$ cat config.mk
export PLATFORM = sky130hd
export DESIGN_NAME = socks5_request_parser
export DESIGN_NICKNAME = d
export VERILOG_FILES = /design/src/s5rp_pkg.sv /design/src/s5rp_in_stage.sv /design/src/s5rp_parser.sv /design/src/s5rp_out_reg.sv /design/src/socks5_request_parser.sv
export SDC_FILE = /design/constraint.sdc
export NUM_CORES = 1
export LEC_CHECK = 0
export BUFFER_PORTS_ARGS = -buffer_cell sky130_fd_sc_hd__buf_2
export CELL_PAD_IN_SITES_DETAIL_PLACEMENT = 1
export CELL_PAD_IN_SITES_GLOBAL_PLACEMENT = 2
export CORE_MARGIN = 8
export CORE_UTILIZATION = 38
export CTS_CLUSTER_DIAMETER = 60
export DETAILED_ROUTE_END_ITERATION = 16
export HOLD_SLACK_MARGIN = 0.08
export PLACE_DENSITY = 0.87
export SLEW_MARGIN = 40
export SYNTH_ARGS = -nofsm -noshare
export SYNTH_HDL_FRONTEND = slang
export SYNTH_HIERARCHICAL = 1
export SYNTH_SLANG_ARGS = --single-unit
$ cat constraint.sdc
create_clock -name aclk -period 5.6 [get_ports aclk]
set_clock_uncertainty 0.1 [all_clocks]
set_input_delay 0.28 -clock aclk [delete_from_list [all_inputs] [get_ports aclk]]
set_output_delay 0.28 -clock aclk [all_outputs]
set_load 0.01 [all_outputs]
$ cat src/s5rp_pkg.sv
// Package for the SOCKS5 request parser: phase encoding, result kinds,
// address type codes and the request and result structures.
// No dependencies.
`default_nettype none

package s5rp_pkg;

    typedef enum logic [3:0] {
        PH_VERSION  = 4'd0,
        PH_COMMAND  = 4'd1,
        PH_RESERVED = 4'd2,
        PH_TYPE     = 4'd3,
        PH_IPV4     = 4'd4,
        PH_LENGTH   = 4'd5,
        PH_NAME     = 4'd6,
        PH_PORT_HI  = 4'd7,
        PH_PORT_LO  = 4'd8
    } phase_t;

    localparam logic [1:0] KIND_NAME     = 2'd0;
    localparam logic [1:0] KIND_DONE     = 2'd1;
    localparam logic [1:0] KIND_BAD_TYPE = 2'd2;

    localparam logic [7:0] TYPE_IPV4   = 8'd1;
    localparam logic [7:0] TYPE_DOMAIN = 8'd3;

    // Count value of the last IPv4 address byte.
    localparam logic [7:0] IPV4_LAST = 8'd3;

    typedef struct packed {
        logic       abort;
        logic [7:0] data_byte;
    } in_item_t;

    typedef struct packed {
        logic [1:0]  kind;
        logic [7:0]  version;
        logic [7:0]  command;
        logic [7:0]  address_type;
        logic [31:0] ipv4_address;
        logic [7:0]  domain_length;
        logic [7:0]  name_byte;
        logic [15:0] port;
    } result_t;

endpackage

`default_nettype wire

$ cat src/s5rp_in_stage.sv
// Input register of the SOCKS5 request parser: holds one accepted request byte
// until the parser stage takes it. Depends on s5rp_pkg.
`default_nettype none

module s5rp_in_stage (
    input  wire                  aclk,
    input  wire                  aresetn,
    input  wire                  in_valid,
    output logic                 in_ready,
    input  wire s5rp_pkg::in_item_t in_item,
    input  wire                  take,
    output logic                 held_valid,
    output s5rp_pkg::in_item_t   held_item
);
    import s5rp_pkg::*;

    logic     valid_reg, valid_next;
    in_item_t item_reg;

    assign in_ready   = !valid_reg || take;
    assign held_valid = valid_reg;
    assign held_item  = item_reg;

    always_comb begin
        valid_next = valid_reg;
        if (in_valid && in_ready) begin
            valid_next = 1'b1;
        end else if (take) begin
            valid_next = 1'b0;
        end
    end

    always_ff @(posedge aclk) begin
        if (!aresetn) begin
            valid_reg <= 1'b0;
        end else begin
            valid_reg <= valid_next;
        end
    end

    always_ff @(posedge aclk) begin
        if (in_valid && in_ready) begin
            item_reg <= in_item;
        end
    end

endmodule

`default_nettype wire

$ cat src/s5rp_parser.sv
// Parser stage of the SOCKS5 request parser: phase state machine, held request
// fields, and the result, if any, for each byte. Depends on s5rp_pkg.
`default_nettype none

module s5rp_parser (
    input  wire                  aclk,
    input  wire                  aresetn,
    input  wire                  advance,
    input  wire s5rp_pkg::in_item_t item,
    output logic                 res_valid,
    output s5rp_pkg::result_t    res
);
    import s5rp_pkg::*;

    phase_t      phase_reg, phase_next;
    logic [7:0]  count_reg, count_next;
    logic [7:0]  version_reg, version_next;
    logic [7:0]  command_reg, command_next;
    logic [7:0]  type_reg, type_next;
    logic [31:0] address_reg, address_next;
    logic [7:0]  length_reg, length_next;
    logic [15:0] port_reg, port_next;

    logic [7:0] b;
    logic [7:0] count_inc;

    assign b         = item.data_byte;
    assign count_inc = count_reg + 8'd1;

    // Next state and held fields.
    always_comb begin
        phase_next   = phase_reg;
        count_next   = count_reg;
        version_next = version_reg;
        command_next = command_reg;
        type_next    = type_reg;
        address_next = address_reg;
        length_next  = length_reg;
        port_next    = port_reg;
        if (item.abort) begin
            phase_next   = PH_VERSION;
            count_next   = '0;
            version_next = '0;
            command_next = '0;
            type_next    = '0;
            address_next = '0;
            length_next  = '0;
            port_next    = '0;
        end else begin
            case (phase_reg)
                PH_COMMAND: begin
                    command_next = b;
                    phase_next   = PH_RESERVED;
                end
                PH_RESERVED: begin
                    phase_next = PH_TYPE;
                end
                PH_TYPE: begin
                    type_next    = b;
                    address_next = '0;
                    length_next  = '0;
                    port_next    = '0;
                    count_next   = '0;
                    if (b == TYPE_IPV4) begin
                        phase_next = PH_IPV4;
                    end else if (b == TYPE_DOMAIN) begin
                        phase_next = PH_LENGTH;
                    end else begin
                        phase_next = PH_VERSION;
                    end
                end
                PH_IPV4: begin
                    address_next = {address_reg[23:0], b};
                    if (count_reg >= IPV4_LAST) begin
                        count_next = '0;
                        phase_next = PH_PORT_HI;
                    end else begin
                        count_next = count_inc;
                    end
                end
                PH_LENGTH: begin
                    length_next = b;
                    count_next  = '0;
                    phase_next  = (b == 8'd0) ? PH_PORT_HI : PH_NAME;
                end
                PH_NAME: begin
                    if (count_inc >= length_reg) begin
                        count_next = '0;
                        phase_next = PH_PORT_HI;
                    end else begin
                        count_next = count_inc;
                    end
                end
                PH_PORT_HI: begin
                    port_next  = {b, 8'd0};
                    phase_next = PH_PORT_LO;
                end
                PH_PORT_LO: begin
                    port_next  = {port_reg[15:8], b};
                    phase_next = PH_VERSION;
                end
                default: begin
                    // Unused phase codes behave like the version phase.
                    version_next = b;
                    command_next = '0;
                    type_next    = '0;
                    address_next = '0;
                    length_next  = '0;
                    port_next    = '0;
                    count_next   = '0;
                    phase_next   = PH_COMMAND;
                end
            endcase
        end
    end

    // Result for the current byte.
    always_comb begin
        res_valid         = 1'b0;
        res.kind          = KIND_NAME;
        res.version       = version_reg;
        res.command       = command_reg;
        res.address_type  = type_reg;
        res.ipv4_address  = '0;
        res.domain_length = '0;
        res.name_byte     = '0;
        res.port          = '0;
        if (!item.abort) begin
            case (phase_reg)
                PH_TYPE: begin
                    res.address_type = b;
                    if (b != TYPE_IPV4 && b != TYPE_DOMAIN) begin
                        res_valid = 1'b1;
                        res.kind  = KIND_BAD_TYPE;
                    end
                end
                PH_NAME: begin
                    res_valid         = 1'b1;
                    res.kind          = KIND_NAME;
                    res.domain_length = length_reg;
                    res.name_byte     = b;
                end
                PH_PORT_LO: begin
                    res_valid         = 1'b1;
                    res.kind          = KIND_DONE;
                    res.ipv4_address  = address_reg;
                    res.domain_length = length_reg;
                    res.port          = {port_reg[15:8], b};
                end
                default: begin
                    res_valid = 1'b0;
                end
            endcase
        end
    end

    always_ff @(posedge aclk) begin
        if (!aresetn) begin
            phase_reg   <= PH_VERSION;
            count_reg   <= '0;
            version_reg <= '0;
            command_reg <= '0;
            type_reg    <= '0;
            address_reg <= '0;
            length_reg  <= '0;
            port_reg    <= '0;
        end else if (advance) begin
            phase_reg   <= phase_next;
            count_reg   <= count_next;
            version_reg <= version_next;
            command_reg <= command_next;
            type_reg    <= type_next;
            address_reg <= address_next;
            length_reg  <= length_next;
            port_reg    <= port_next;
        end
    end

endmodule

`default_nettype wire

$ cat src/s5rp_out_reg.sv
// Result register of the SOCKS5 request parser: holds one result until the
// downstream side takes it. Depends on s5rp_pkg.
`default_nettype none

module s5rp_out_reg (
    input  wire                 aclk,
    input  wire                 aresetn,
    input  wire                 load,
    input  wire s5rp_pkg::result_t load_res,
    output logic                free,
    output logic                out_valid,
    input  wire                 out_ready,
    output s5rp_pkg::result_t   out_res
);
    import s5rp_pkg::*;

    logic    valid_reg, valid_next;
    result_t res_reg;

    assign free      = !valid_reg || out_ready;
    assign out_valid = valid_reg;
    assign out_res   = res_reg;

    always_comb begin
        valid_next = valid_reg;
        if (load) begin
            valid_next = 1'b1;
        end else if (out_ready) begin
            valid_next = 1'b0;
        end
    end

    always_ff @(posedge aclk) begin
        if (!aresetn) begin
            valid_reg <= 1'b0;
        end else begin
            valid_reg <= valid_next;
        end
    end

    always_ff @(posedge aclk) begin
        if (load) begin
            res_reg <= load_res;
        end
    end

endmodule

`default_nettype wire

$ cat src/socks5_request_parser.sv
// SOCKS5 request parser, one request byte per transfer.
// A byte is registered in the input register and its result then in the result
// register, from which it can be taken downstream.
// Throughput: one byte per cycle while the output is taken; the input register, the
// parser stage and the result register each move one byte per cycle.
// Reset (aresetn low, synchronous) empties both registers and returns the parser
// to waiting for a version byte with all held fields cleared.
`default_nettype none

module socks5_request_parser (
    input  wire         aclk,
    input  wire         aresetn,
    input  wire         s_tvalid,
    output logic        s_tready,
    input  wire  [7:0]  s_tdata,   // [7:0] data_byte
    input  wire         s_tuser,   // [0] abort
    output logic        m_tvalid,
    input  wire         m_tready,
    // [7:0] version, [15:8] command, [23:16] address_type,
    // [55:24] ipv4_address, [63:56] domain_length, [71:64] name_byte, [87:72] port
    output logic [87:0] m_tdata,
    output logic [1:0]  m_tuser    // [1:0] kind
);
    import s5rp_pkg::*;

    in_item_t in_item;
    in_item_t held_item;
    logic     held_valid;
    logic     advance;
    logic     res_valid;
    result_t  res;
    logic     out_free;
    result_t  out_res;

    assign in_item.abort     = s_tuser;
    assign in_item.data_byte = s_tdata;

    // The parser consumes a byte only when the result register can take its result.
    assign advance = held_valid && out_free;

    s5rp_in_stage u_in_stage (
        .aclk       (aclk),
        .aresetn    (aresetn),
        .in_valid   (s_tvalid),
        .in_ready   (s_tready),
        .in_item    (in_item),
        .take       (advance),
        .held_valid (held_valid),
        .held_item  (held_item)
    );

    s5rp_parser u_parser (
        .aclk      (aclk),
        .aresetn   (aresetn),
        .advance   (advance),
        .item      (held_item),
        .res_valid (res_valid),
        .res       (res)
    );

    s5rp_out_reg u_out_reg (
        .aclk      (aclk),
        .aresetn   (aresetn),
        .load      (advance && res_valid),
        .load_res  (res),
        .free      (out_free),
        .out_valid (m_tvalid),
        .out_ready (m_tready),
        .out_res   (out_res)
    );

    assign m_tuser = out_res.kind;
    assign m_tdata = {out_res.port, out_res.name_byte, out_res.domain_length,
                      out_res.ipv4_address, out_res.address_type, out_res.command,
                      out_res.version};

endmodule

`default_nettype wire

## Word level (Yosys, flattened, before mapping)

Index checks and enable logic that the tools add are counted.

- Input bits: 13
- Output and inout port bits: 92
- Word-level logic and storage cells: 116
- Bits in registers: 185

- Reductions and logical operators: 30
- Eq/ne operators: 22
- Add/subtract/negate cells: 1
- Bitwise logic cells: 3
- Magnitude comparators: 2
- Multiplexer cells: 38

Operators by type and width:

| cell | number |
|---|---|
| $mux W8 | 11 |
| $mux W72 | 1 |
| $mux W32 | 2 |
| $pmux W32 S2 | 1 |
| $pmux W16 S3 | 1 |
| $pmux W8 S2 | 3 |
| $mux W16 | 2 |
| $pmux W4 S8 | 1 |
| $pmux W8 S3 | 1 |
| $eq A4 B3 Y1 const B | 4 |
| $mux W4 | 4 |
| $ne A2 B1 Y1 const B | 7 |
| $reduce_or A7 Y1 | 2 |
| $reduce_and A2 Y1 | 6 |
| $reduce_or A6 Y1 | 2 |
| $add A8 B1 Y8 const B | 1 |
| $eq A4 B2 Y1 const B | 2 |
| $eq A8 B1 Y1 const B | 1 |
| $eq A8 B2 Y1 const B | 1 |
| $ge A8 B2 Y1 const B | 1 |
| $ge A8 B8 Y1 | 1 |
| $logic_not A8 Y1 | 1 |
| $ne A8 B1 Y1 const B | 1 |
| $ne A8 B2 Y1 const B | 1 |
| other kinds (19) | 38 |

## Longest topological paths before layout

- Depth in word-level cells: 7
- Gate-level depth with buffers: 11
- Depth with buffers taken out: 11

## By module

The synthesis kept the hierarchy.

Modules (own cells, without submodules):

| module | area an instance (µm²) | instances | cells each | seq. area each (µm²) |
|---|---|---|---|---|
| s5rp_parser | 4,613.2 | 1 | 577 | 1,681.6 |
| s5rp_out_reg | 2,751.4 | 1 | 94 | 2,722.6 |
| s5rp_in_stage | 327.8 | 1 | 14 | 290.3 |
| socks5_request_parser | 12.5 | 1 | 2 | 0.0 |

## Least setup slack after synthesis

No wires, ideal clock.

- Path kind: register to register
- From: reg u_parser.phase_reg[1]
- To: reg u_out_reg.res_reg, in the netlist u_out_reg/out_res[0], enable pin
- Path buffers: 2
- Clock period less this slack: 4.150 ns
- Library setup time: 0.460 ns
- Slack: 1.450 ns
- Stages on the path, launching flop included: 8
- Data arrival time: 3.590 ns
- Data required time: 5.040 ns
- Cell sequence: dfxtp_1 -> buf_6 -> nand2_2 -> or4_1 -> buf_2 -> a31oi_1 -> or2_1 -> and3_1

- Word-level cells in the longest chain between the ends: 5
- Elaborated cells between the ends (all ways): 7
- Those cells by class: eq/ne (3); mux (2); reduce/logical (2)

RTL lines:

| element | RTL line | source |
|---|---|---|
| start, declared | s5rp_parser.sv:15 | `phase_t phase_reg, phase_next;` |
| start signal, assigned | s5rp_parser.sv:168 | `phase_reg <= phase_next;` |
| $eq A4 B3 Y1 or $eq A4 B4 Y1 (tied branches) | s5rp_parser.sv:129 | `case (phase_reg)` |
| $reduce_or A2 Y1 (no source line) | -- |  |
| $pmux W1 S2 (*) | s5rp_parser.sv:129 |  |
| $mux W1 (*) | s5rp_parser.sv:128 | `if (!item.abort) begin` |
| named net res_valid | socks5_request_parser.sv:30 | `logic res_valid;` |
| $logic_and A1 B1 Y1 (*) | socks5_request_parser.sv:64 | `.load (advance && res_valid),` |
| end signal, assigned | s5rp_out_reg.sv:43 | `res_reg <= load_res;` |
| end, declared | s5rp_out_reg.sv:18 | `result_t res_reg;` |

The timed path passes the listed nets; every way through them passes the cells marked *.
A chain may end at the register's enable or synchronous reset.

## Worst setup path after layout

- From: reg u_parser.count_reg[0]
- To: reg u_parser.phase_reg[1]

- Word-level cells in the longest chain between the ends: 4
- Elaborated cells between the ends (all ways): 6
- Those cells by class: add/sub (1); order compare (2); eq/ne (2); reduce/logical (1)

RTL lines:

| element | RTL line | source |
|---|---|---|
| start, declared | s5rp_parser.sv:16 | `logic [7:0] count_reg, count_next;` |
| start signal, assigned | s5rp_parser.sv:169 | `count_reg <= count_next;` |
| $add A8 B1 Y8 | s5rp_parser.sv:28 | `assign count_inc = count_reg + 8'd1;` |
| $ge A8 B8 Y1 | s5rp_parser.sv:87 | `if (count_inc >= length_reg) begin` |
| $ne A3 B2 Y1 (no source line) | -- |  |
| $reduce_and A3 Y1 (no source line) (*) | -- |  |

Every way passes the cells marked *; elsewhere a longest branch is shown, timed or not.

==> out/metrics.csv <==
metric;value;unit
outcome;finished, final reports clean;
worst reg2reg path endpoint;u_parser/phase_reg[1];
cells after synthesis;687;
layout cells sized above 1;0.219;
RR Startpoint;u_parser/count_reg[0];
crit path DAT;3.34;ns
HP Start;u_parser/version_reg[7];
Iter 0 DRT Violations;281;
final WL;18800;um
CP Class;reg2reg;
fin crit share;0.555;
sequential share of the synthesized area;0.609;
number of max-cap violations;0;
hpwl dp;13200;um
most instantiated cells after synthesis;edfxtp_1 (99), nand2_1 (96), dfxtp_1 (86);
worst slew pin tran;0.752;ns
starting density of the core;0.384;
Slew Limit Fails;0;
DRC viols;0;
top-area cell type share of the netlist area;0.386;
share of synthesized registers carrying an async set or reset;0;
DR pass1 iterations;4;
syn avg cell area;11.2;um2
Vias;5385;
first-pass GRT wire length;29700;um
clk_lat worst skew;0.43;ns
leakage power;0.00341;uW
WHS Endpoint;u_out_reg/out_res[87];
R2R depth;11;
top_reg_cell synth;edfxtp_1;
Synth area leader;edfxtp_1;
post-CTS setup repair buffer count;0;
CP Capture Type;flop;
relative slew slack;0.497;
max reg flops;90;
CTS resizes;0;
Tmin final;3.11;ns
Worst Path Max Fanout;6;
clock buffer count from CTS;17;
post-layout util;0.454;
Fill cells;2227;
Via density;5.05;
Final Hold Vio Count;0;
Clock transition at path regs;0.07;ns
Worst setup startpoint;u_parser/count_reg[0];
final setup fails;0;
Hold Path Depth;0;
num ports;105;
Synth area leaders;edfxtp_1 (39%), dfxtp_1 (22%), and2_1 (4.8%);
R2R setup slack;2.49;ns
Synth warnings;6;
Yosys reg bits;185;
core area;0.0200;mm2
most common cell in the synthesized netlist;edfxtp_1;
DIE AREA;0.0251;mm2
slowest cell delay on critical path;0.43;ns
die height;158;um
fmax;322;MHz
initial antenna violation count;0;
total congestion overflow;0;
area growth from synthesis to layout;18.0;%
Rows;52;
Pwr Density;303;mW/mm2
H-Tree Depth;4;
Distinct cells, synth;66;
worst hold path class;reg2reg;
Die Wd;158;um
CTS tree;yes;
Post-synth EDFFs;99;
nets;805;
CTS Buffer Depth;2;
Final ANT Viol Nets;0;
Clock Sinks;185;
Wirelength per Cell;17.7;um
critical path cell sequence;and3_1 > nand3_1 > and2_1 > or2_2 > ha_1 > and3_1 > a221o_1 > or2_4 > o211a_4 > mux2i_1 > and2_1;
maximum vdd drop;0.197;mV
root buffer cell;clkbuf_16;
IO Port Bufs;104;
Antenna Diode Count;0;
Post-Syn Nets;709;
RSZ-0062 raised after global routing;no;
Data required, critical path;5.83;ns
largest net degree at the start of global routing;92;
area of the mapped netlist;0.00770;mm2
GRT Total Usage;0.153;
Crit-path slowest cell;dfxtp_1;
Fin Setup TNS;0;ns
Worst setup SP type;flop;
vias in the first global route;5494;
placer congestion estimate;0.841;
[power breakdown]
group          internal (uW)  leakage, uW  switching (uW)
clock                    631     0.000277             548
sequential              1430      0.00156            22.3
combinational           42.8      0.00157            80.8
total                   2100      0.00341             652
[what timing repair did]
item / 4_1_cts / 5_1_grt
hold buffers: 11 / 0
hold endpoints to repair: 11 / 0
setup endpoints to repair: 0 / 0
[metrics by stage]
stage | cell area [um2] | setup slack [ns] | total power (uW) | std cells | hold slack, ns
final | 9090 | 2.49 | 2750 | 1066 | 0.339
after global placement | 8330 | 2.25 | 1590 | 1019 | 0.316
after detailed placement | 8380 | 2.49 | 1600 | 1021 | 0.323
after global routing | 9090 | 2.24 | 2840 | 1066 | 0.351
after floorplan | 7700 | 1.45 | 1570 | 687 | 0.279
after CTS | 9060 | 2.48 | 2780 | 1064 | 0.339
[how the worst max path moves through the flow]
stage	end	slack [ns]	depth (start not counted)
floorplan	u_out_reg/out_res[0]	1.45	7
global placement	u_out_reg/out_res[37]	2.25	5
detailed placement	u_parser/phase_reg[1]	2.49	11
CTS	u_parser/phase_reg[1]	2.48	11
global route	u_parser/count_reg[5]	2.24	10
finish	u_parser/phase_reg[1]	2.49	11
[routing by layer]
metal	wire length, um	up-vias	global-route usage
li1	-	2615	-
met1	7980	2627	0.181
met2	9700	120	0.267
met3	893	23	0.0328
met4	275	0	0.0543
met5	0	-	0
[final cells by class]
class | instances | area [um2] | share of cell area
inverter | 13 | 48.8 | 0.00537
clock inverter | 15 | 154 | 0.0169
timing repair buffer | 124 | 731 | 0.0804
tap | 270 | 338 | 0.0372
multi-input combinational | 442 | 2700 | 0.297
sequential | 185 | 4690 | 0.516
clock buffer | 17 | 425 | 0.0468
[logic make-up (layout without fill, tap and decap cells)]
kind of cell,count (synthesis),count (layout),share of synthesized area
DFF,185,185,0.609
buffers and inverters,60,169,0.0419
and+or+nand+nor,325,325,0.223
adders and majority gates,9,9,0.0146
AOI/OAI and AO/OA,91,91,0.0896
xor gates and xnor gates,6,6,0.00682
muxes,11,11,0.0145
[cell usage in the layout (no fill, tap or decap), types with 3 or more instances in the layout]
| cell type | instances |
|---|---|
| o21ai_1 | 9 |
| dlygate4sd3_1 | 11 |
| mux2i_1 | 10 |
| a21oi_1 | 11 |
| a22o_1 | 8 |
| inv_6 | 5 |
| o211ai_1 | 12 |
| edfxtp_1 | 99 |
| inv_8 | 4 |
| o21ai_0 | 3 |
| clkbuf_16 | 17 |
| nand4_1 | 10 |
| a21boi_1 | 13 |
| nand2b_1 | 5 |
| inv_1 | 13 |
| nor2_1 | 15 |
| ha_1 | 9 |
| clkinvlp_4 | 3 |
| o31ai_1 | 8 |
| buf_4 | 5 |
| and3_1 | 12 |
| nor3_1 | 9 |
| a21boi_0 | 4 |
| nand3_1 | 67 |
| and2_1 | 59 |
| nor3_2 | 3 |
| buf_2 | 104 |
| nor2b_1 | 27 |
| dfxtp_1 | 86 |
| nand2_1 | 96 |
| xor2_1 | 4 |
| a21boi_2 | 4 |
[critical path: cells and delay by family, from the launching register on]
family | cells | cell delay (ns)
mux | 1 | 0.12
fa+ha+maj | 1 | 0.28
simple gates | 7 | 1.44
flops | 1 | 0.43
compound gates | 2 | 0.64
Power figures use the tool's default switching activity.
